File: config.mk
export PLATFORM = sky130hd
export DESIGN_NAME = dq_ctrl
export DESIGN_NICKNAME = d
export VERILOG_FILES = /design/src/hw/rtl/dq_pkg.sv /design/src/hw/rtl/dq_ctrl.sv
export SDC_FILE = /design/constraint.sdc
export NUM_CORES = 1
export LEC_CHECK = 0
export ABC_CLOCK_PERIOD_IN_PS = 1400
export BUFFER_PORTS_ARGS = -buffer_cell sky130_fd_sc_hd__buf_2
export CORE_AREA = 2 2 39 41
export CTS_BUF_LIST = sky130_fd_sc_hd__clkbuf_16
export DETAILED_ROUTE_END_ITERATION = 6
export DIE_AREA = 0 0 41 43
export GPL_TIMING_DRIVEN = 1
export PLACE_DENSITY = 0.46
export SLEW_MARGIN = 10
export SYNTH_ARGS = -nofsm -noshare
export SYNTH_HDL_FRONTEND = slang
export SYNTH_SLANG_ARGS = --single-unit
File: constraint.sdc
create_clock -name clk -period 1.4 [get_ports clk]
set_input_delay 0.07 -clock clk [delete_from_list [all_inputs] [get_ports clk]]
set_output_delay 0.07 -clock clk [all_outputs]
set_load 0.02 [all_outputs]
File: src/hw/rtl/dq_pkg.sv
`default_nettype none
// ----------------------------------------------------------------------------
// dq_pkg
// Shared operation codes, status codes and controller command type for the
// double-ended queue.
// ----------------------------------------------------------------------------
package dq_pkg;

  localparam int OP_W  = 3;
  localparam int ST_W  = 2;
  localparam int POS_W = 8;

  localparam logic [OP_W-1:0] OP_PUSH_FRONT = 3'd0;
  localparam logic [OP_W-1:0] OP_PUSH_BACK  = 3'd1;
  localparam logic [OP_W-1:0] OP_POP_FRONT  = 3'd2;
  localparam logic [OP_W-1:0] OP_POP_BACK   = 3'd3;
  localparam logic [OP_W-1:0] OP_GET        = 3'd4;
  localparam logic [OP_W-1:0] OP_CLEAR      = 3'd5;

  localparam logic [ST_W-1:0] ST_OK    = 2'd0;
  localparam logic [ST_W-1:0] ST_EMPTY = 2'd1;
  localparam logic [ST_W-1:0] ST_FULL  = 2'd2;

  // controller -> datapath commands
  typedef struct packed {
    logic accept;     // latch the input word
    logic exec;       // apply the operation: pointers, count, store write
    logic sel_target; // read port A at the pop/get target, else at the front
    logic capture;    // hold the pop/get read data
    logic load_out;   // load the result register
  } dq_cmd_t;

endpackage
`default_nettype wire

File: src/hw/rtl/dq_ctrl.sv
`default_nettype none
// ----------------------------------------------------------------------------
// dq_ctrl
// Sequencer: accept, execute, fetch front/back, deliver result word.
// ----------------------------------------------------------------------------
module dq_ctrl (
  input  wire logic       clk,
  input  wire logic       rst_n,
  input  wire logic       in_valid,
  output logic            in_stall,
  output logic            out_valid,
  input  wire logic       out_stall,
  output dq_pkg::dq_cmd_t cmd
);
  import dq_pkg::*;

  localparam logic [1:0] S_IDLE  = 2'd0;
  localparam logic [1:0] S_EXEC  = 2'd1;
  localparam logic [1:0] S_FETCH = 2'd2;
  localparam logic [1:0] S_DONE  = 2'd3;

  logic [1:0] state_r, state_nxt;
  logic       out_valid_r, out_valid_nxt;
  logic       out_free;

  // result register can take a new word when empty or being drained
  assign out_free = !out_valid_r || !out_stall;

  always_comb begin
    state_nxt      = state_r;
    out_valid_nxt  = out_valid_r && out_stall;
    cmd            = '0;
    unique case (state_r)
      S_IDLE: begin
        if (in_valid) begin
          cmd.accept = 1'b1;
          state_nxt  = S_EXEC;
        end
      end
      S_EXEC: begin
        cmd.exec       = 1'b1;
        cmd.sel_target = 1'b1;
        state_nxt      = S_FETCH;
      end
      S_FETCH: begin
        cmd.capture = 1'b1;
        state_nxt   = S_DONE;
      end
      S_DONE: begin
        if (out_free) begin
          cmd.load_out  = 1'b1;
          out_valid_nxt = 1'b1;
          state_nxt     = S_IDLE;
        end
      end
      default: state_nxt = S_IDLE;
    endcase
  end

  always_ff @(posedge clk) begin
    if (!rst_n) begin
      state_r     <= S_IDLE;
      out_valid_r <= 1'b0;
    end else begin
      state_r     <= state_nxt;
      out_valid_r <= out_valid_nxt;
    end
  end

  assign in_stall  = (state_r != S_IDLE);
  assign out_valid = out_valid_r;

endmodule
`default_nettype wire

==> metrics, run 1 <==
Worst Path Max Fanout=4; Final Skew=0.002163 ns; slew at the pin closest to its max-slew limit=around 0.14 ns; synth top area cells=sky130_fd_sc_hd__ha_1 29%, sky130_fd_sc_hd__dfxtp_1 28%, sky130_fd_sc_hd__mux2i_1 9.2%, sky130_fd_sc_hd__inv_1 5.2%, sky130_fd_sc_hd__nand2_1 5.2%; Endpoint, Worst Hold=out_valid$_SDFF_PN0_; sw frac=33.00%; area used by sequential logic in the layout=between 60 and 70 µm²; # Post-CTS Setup Buffers=0; Via-to-Cell Ratio=3.679; WL per Instance=7.509 µm; final critical delay including setup and external delays=1.305 ns; required time of the critical path=between 1 and 1.5 ns; number of antenna violations at the first check in global routing=0; path class of the lowest-slack min-delay path=in -> reg; startpoint of the most critical register-to-register path=state_r[0]$_SDFFE_PN0P_; max-slew violation count=0; max_cap viols=0; CTS Root Cell=sky130_fd_sc_hd__clkbuf_16; run status=finished clean; pin count of the biggest net entering global routing=6; multi-input combinational cell area=137.6 µm²; port buffer count=10; detailed-routing iteration count for the pre-antenna-repair pass=3; number of resized instances in the post-cts repair step=0; # setup viols final=0; count leader, synth=sky130_fd_sc_hd__ha_1; portion of the clock cycle consumed by the worst path in the final layout=a little over 90%; overall die area=1763 µm²; Die Ht=approximately 43 µm; final design instance area without fill=357.8 µm²; hold path start=rst_n; Detail Route met3 WL=29 µm; number of unique standard cell types used by synthesis=13; Clk Latency, worst-skew pair=0.23 ns; top_reg_cell synth=sky130_fd_sc_hd__dfxtp_1; number of global-route vias before repair=about 160; iteration-0 DRC count of the detailed router=3; nets=47; via count=195; half-perimeter wire length of the detailed placement result=315.6 µm; cell depth of the worst hold path=2; net count of the mapped netlist=33; Pint=0.0005947 W; Sw Pwr=0.0002930 W; yosys warns=0; Post-Syn Area per Cell=9.019 µm²; filler cell count=153; proportion of power drawn by the clock network=between 50% and 60%; share of power burned in registers=15.6%; setup repair after global routing missed its margin=no; launching element type of the critical path=flop; clock sink count=3; PwrDens=2481 nW/µm²; post-synth top area share=between 20% and 30%; RD Place Congestion=0.5668; peak supply drop=0.4830 mV; highest metal layer with signal wires=met4; proportion of synthesized chip area in sequential cells=27.75%; wire length on met1=179 µm; TritonCTS clock tree=built; nature of the critical path endpoint=output port; Crit Reg-Reg Endpoint=state_r[1]$_SDFFE_PN0P_; hold_buf cts=0; detailed-route DRC error count=0; Post-Route Setup TNS=0 ns; number of buffers on the longest clock path=2; htree depth=1; WS Path Type=reg -> out; Leak=0.1922 nW; total met2 wirelength after detailed routing=168 µm; # IOs=11; worst rel slew slack=roughly 90%; number of endpoints with negative hold slack in the final report=0; data arrival time at the worst-slack endpoint=between 1 and 1.5 ns; total length of routed wires=398 µm; wire length of the first global-routing pass=545 µm; count of state elements after synthesis=3; Netlist Area Pre-Place=216.5 µm²; All-Layer GR Usage=5.416%; Site Rows=14; Yosys top cell by area=sky130_fd_sc_hd__ha_1; post-layout total power=between 0.0008 and 0.0009 W; area delta synth->final=65.32%; depth of the most critical reg-to-reg path=5; grt ovf=0; placed instance area=279.0 µm²; final antenna diode count=0; clock-pin slew of the registers on the worst-case setup and hold paths=0.03 ns; register-to-register path setup slack=0.24 ns; fraction of final layout cells sized beyond drive strength 1=~38%; highest achievable clock rate=between 0.7 and 0.8 GHz; Post-synth EDFFs=0; total clock buffers created by CTS=3; Core ar.=1384 µm²; width of the die=41 µm; synthesized netlist cell count=24; number of nets with antenna violations after detailed routing=0; initial core utilization=15.64%; async set-or-reset flop fraction in the synthesized netlist=0%; combinational share of power=33.7%; Commonest cells post-synth=5 x sky130_fd_sc_hd__ha_1, 3 x sky130_fd_sc_hd__dfxtp_1, 3 x sky130_fd_sc_hd__inv_1, 3 x sky130_fd_sc_hd__nand2_1, 2 x sky130_fd_sc_hd__mux2i_1
layout by cell type (no fill, tap or decap):
| master | n |
|---|---|
| sky130_fd_sc_hd__mux2i_1 | 2 |
| sky130_fd_sc_hd__nand3_1 | 1 |
| sky130_fd_sc_hd__a21boi_0 | 1 |
| sky130_fd_sc_hd__clkbuf_16 | 3 |
| sky130_fd_sc_hd__o21ai_0 | 1 |
| sky130_fd_sc_hd__o21a_1 | 1 |
| sky130_fd_sc_hd__and2_2 | 1 |
| sky130_fd_sc_hd__dfxtp_1 | 3 |
| sky130_fd_sc_hd__nor2b_1 | 1 |
| sky130_fd_sc_hd__buf_2 | 10 |
| sky130_fd_sc_hd__ha_1 | 5 |
| sky130_fd_sc_hd__inv_1 | 4 |
| sky130_fd_sc_hd__nand2_1 | 3 |
| sky130_fd_sc_hd__a21oi_1 | 1 |
power by group through the flow:
stage	Clock (W)	Sequential (W)	Combinational, W
6_report	0.000450	0.000138	0.000299
5_1_grt	0.000466	0.000142	0.000342
4_1_cts	0.000457	0.000139	0.000306
3_5_place_dp	0	0.000141	0.000305
3_3_place_gp	0	0.000142	0.000304
2_1_floorplan	0	0.000136	0.000242
worst max-delay path: stages, from the launching register on:
cell and delay, ns:
sky130_fd_sc_hd__dfxtp_1 0.37, sky130_fd_sc_hd__inv_1 0.10, sky130_fd_sc_hd__ha_1 0.21, sky130_fd_sc_hd__and2_2 0.18, sky130_fd_sc_hd__buf_2 0.15
layout make-up:
class	count	area share, %
clock inverter	1	1.049
inverter	3	3.147
timing repair buffer	10	13.99
tap	16	5.594
multi-input combinational	17	38.46
sequential	3	16.78
clock buffer	3	20.98
how the worst max path moves through the flow:
stage / end / slack (ns) / start / cells past startpoint
6_report: cmd[4] / 0.09 / state_r[0]$_SDFFE_PN0P_ / 4
2_1_floorplan: state_r[0]$_SDFFE_PN0P_ / 0.20 / state_r[0]$_SDFFE_PN0P_ / 5
3_5_place_dp: state_r[0]$_SDFFE_PN0P_ / 0.24 / state_r[0]$_SDFFE_PN0P_ / 5
4_1_cts: cmd[4] / 0.08 / state_r[0]$_SDFFE_PN0P_ / 4
3_3_place_gp: state_r[0]$_SDFFE_PN0P_ / 0.22 / state_r[0]$_SDFFE_PN0P_ / 5
5_1_grt: cmd[4] / 0.02 / state_r[0]$_SDFFE_PN0P_ / 4
through the flow:
step / hold WS (ns) / utilization [%] / std cells / setup WS [ns]
after global routing: 0.1508 / 25.86 / 53 / 0.01907
after floorplan: 0.1982 / - / 24 / 0.2030
after detailed placement: 0.3611 / 20.16 / 49 / 0.2360
final: 0.1279 / 25.86 / 53 / 0.09496
after CTS: 0.1313 / 25.86 / 53 / 0.08281
after global placement: 0.3542 / 20.16 / 49 / 0.2182
routing by layer:
layer / vias to the layer above / GRT usage, %
met1: 81 / 4.487
li1: 103 / -
met2: 9 / 6.875
met5: - / 0
met4: 0 / 8.000
met3: 2 / 3.141
state kept, by name, summed over array words and instances, names as in the netlist:
signal / flops
out_valid: 1
state_r: 2
logic make-up (layout without fill, tap and decap cells):
kind of cell	after synthesis	count (layout)	synth area share, %
buf+inv	4	17	8.671
flops	3	3	27.75
fa+ha+maj	5	5	28.90
mux	2	2	9.249
simple gates	6	6	13.87
compound gates	4	4	11.56
Power figures use the tool's default switching activity.
==> run 2, diff against run 1 <==
- REMOVE_ABC_BUFFERS: unset -> 1
==> metrics, run 2 (same netlist as run 1, synthesis figures left out) <==
pin count of the biggest net entering global routing=6 (unchanged); Final Skew=0.0003192 ns (was 0.002163 ns); overall die area=1763 µm² (unchanged); grt met3 use=3.141% (unchanged); most frequent cells in the layout=10 x sky130_fd_sc_hd__buf_2, 5 x sky130_fd_sc_hd__ha_1, 4 x sky130_fd_sc_hd__inv_1 (unchanged); number of flip-flops in the largest register=2 (unchanged); Post-Route Setup TNS=0 ns (unchanged); hold path start=out_stall (was rst_n); # Post-CTS Setup Buffers=0 (unchanged); max_cap viols=0 (unchanged); number of nets with antenna violations after detailed routing=0 (unchanged); register bank with the most flops=state_r (unchanged); Worst Path Max Fanout=4 (unchanged); highest achievable clock rate=0.7643 GHz (was 0.7663 GHz); htree depth=1 (unchanged); via count=198 (was 195); iteration-0 DRC count of the detailed router=3 (unchanged); startpoint of the most critical register-to-register path=state_r[0]$_SDFFE_PN0P_ (unchanged); width of the die=41 µm (unchanged); proportion of power drawn by the clock network=50.2% (was 50.7%); wire length of the first global-routing pass=676 µm (was 545 µm); number of antenna violations at the first check in global routing=0 (unchanged); detailed-routing iteration count for the pre-antenna-repair pass=2 (was 3); clock sink count=3 (unchanged); Clk Latency, worst-skew pair=0.22 ns (was 0.23 ns); nature of the critical path endpoint=output port (unchanged); area delta synth->final=65.32% (unchanged); post-layout total power=0.0008897 W (was 0.0008877 W); Leak=0.1922 nW (unchanged); grt met1 use=5.112% (was 4.487%); RD Place Congestion=0.5895 (was 0.5668); register-to-register path setup slack=0.24 ns (about the same); launching element type of the critical path=flop (unchanged); number of endpoints with negative hold slack in the final report=0 (unchanged); port buffer count=10 (unchanged); slew at the pin closest to its max-slew limit=0.1423 ns (was 0.1424 ns); CTS Root Cell=sky130_fd_sc_hd__clkbuf_16 (unchanged); detailed-route DRC error count=0 (unchanged); Critical path destination=cmd[4] (unchanged); depth of the most critical reg-to-reg path=5 (unchanged); max-slew violation count=0 (unchanged); final critical delay including setup and external delays=1.308 ns (was 1.305 ns); All-Layer GR Usage=6.814% (was 5.416%); PwrDens=2486 nW/µm² (was 2481 nW/µm²); # setup viols final=0 (unchanged); area used by sequential logic in the layout=60.06 µm² (unchanged); combinational share of power=34.2% (was 33.7%); Site Rows=14 (unchanged); WL per Instance=8.377 µm (was 7.509 µm); Die Ht=43 µm (unchanged); worst rel slew slack=90.41% (was 90.40%); Crit Reg-Reg Endpoint=state_r[0]$_SDFFE_PN0P_ (was state_r[1]$_SDFFE_PN0P_); TritonCTS clock tree=built (unchanged); fraction of final layout cells sized beyond drive strength 1=37.84% (unchanged); Final Worst Setup Slack=0.09154 ns (was 0.09496 ns); sw frac=32.99% (was 33.00%); required time of the critical path=1.33 ns (about the same); nets=47 (unchanged); # IOs=11 (unchanged); Critical Path Start=state_r[0]$_SDFFE_PN0P_ (unchanged); half-perimeter wire length of the detailed placement result=336.2 µm (was 315.6 µm); Pint=0.0005962 W (was 0.0005947 W); run status=finished clean (unchanged); setup repair after global routing missed its margin=no (unchanged); portion of the clock cycle consumed by the worst path in the final layout=93.46% (was 93.22%); number of buffers on the longest clock path=2 (unchanged); grt ovf=0 (unchanged); Core ar.=1384 µm² (unchanged); Most Used Layer, Global Route=met4 (unchanged); clock-pin slew of the registers on the worst-case setup and hold paths=0.03 ns (about the same); filler cell count=162 (was 153); path class of the lowest-slack min-delay path=in -> reg (unchanged); met2 Use GR=8.750% (was 6.875%); total clock buffers created by CTS=3 (unchanged); final antenna diode count=0 (unchanged); Via-to-Cell Ratio=3.736 (was 3.679); peak supply drop=0.4140 mV (was 0.4830 mV); WS Path Type=reg -> out (unchanged); hold_buf cts=0 (unchanged); Sw Pwr=0.0002935 W (was 0.0002930 W); post-placement setup slack=0.2278 ns (was 0.2360 ns); share of power burned in registers=15.6% (about the same); total length of routed wires=444 µm (was 398 µm); most frequent standard cell in the layout excluding fill and tap cells=sky130_fd_sc_hd__buf_2 (unchanged); number of resized instances in the post-cts repair step=0 (unchanged); initial core utilization=15.64% (unchanged); final core area utilization=25.86% (unchanged); multi-input combinational cell area=137.6 µm² (unchanged); data arrival time at the worst-slack endpoint=1.24 ns (about the same); number of global-route vias before repair=187 (was 159)
-- run 2: per-layer routing --
layer,routed length [µm],up-vias
met5,0,-
met4,12,0
met3,32,2
met2,212,9
met1,186,85
li1,-,102
-- run 2: worst max-delay path, stage by stage (launching register included) --
cell and delay (ns):
sky130_fd_sc_hd__dfxtp_1 0.37, sky130_fd_sc_hd__inv_1 0.10, sky130_fd_sc_hd__ha_1 0.21, sky130_fd_sc_hd__and2_2 0.18, sky130_fd_sc_hd__buf_2 0.15
-- run 2: metrics by stage --
stage,instances,hold slack [ns],cell area [µm²]
5_1_grt,53,0.1526,357.8
3_3_place_gp,49,0.3594,279.0
3_5_place_dp,49,0.3605,279.0
2_1_floorplan,23,0.1982,209.0
6_report,53,0.1285,357.8
4_1_cts,53,0.1319,357.8
-- run 2: cell type report --
class,instances,share of cell area [%]
inverter,3,3.147
sequential,3,16.78
timing repair buffer,10,13.99
clock buffer,3,20.98
tap,16,5.594
multi-input combinational,17,38.46
clock inverter,1,1.049
-- run 2: power by group through the flow --
stage	clock network, W	logic [W]	registers (W)
global placement	0	0.000313	0.000137
global route	0.000461	0.000342	0.000145
detailed placement	0	0.000308	0.000142
CTS	0.000454	0.000312	0.000139
floorplan	0	0.000225	0.000136
finish	0.000447	0.000305	0.000138
-- run 2: how the worst min path moves through the flow --
| stage | endpoint | slack, ns | depth (start not counted) |
|---|---|---|---|
| 3_3_place_gp | out_valid$_SDFF_PN0_ | 0.36 | 2 |
| 6_report | out_valid$_SDFF_PN0_ | 0.13 | 3 |
| 5_1_grt | out_valid$_SDFF_PN0_ | 0.15 | 2 |
| 4_1_cts | out_valid$_SDFF_PN0_ | 0.13 | 3 |
| 3_5_place_dp | out_valid$_SDFF_PN0_ | 0.36 | 3 |
| 2_1_floorplan | out_valid$_SDFF_PN0_ | 0.20 | 1 |
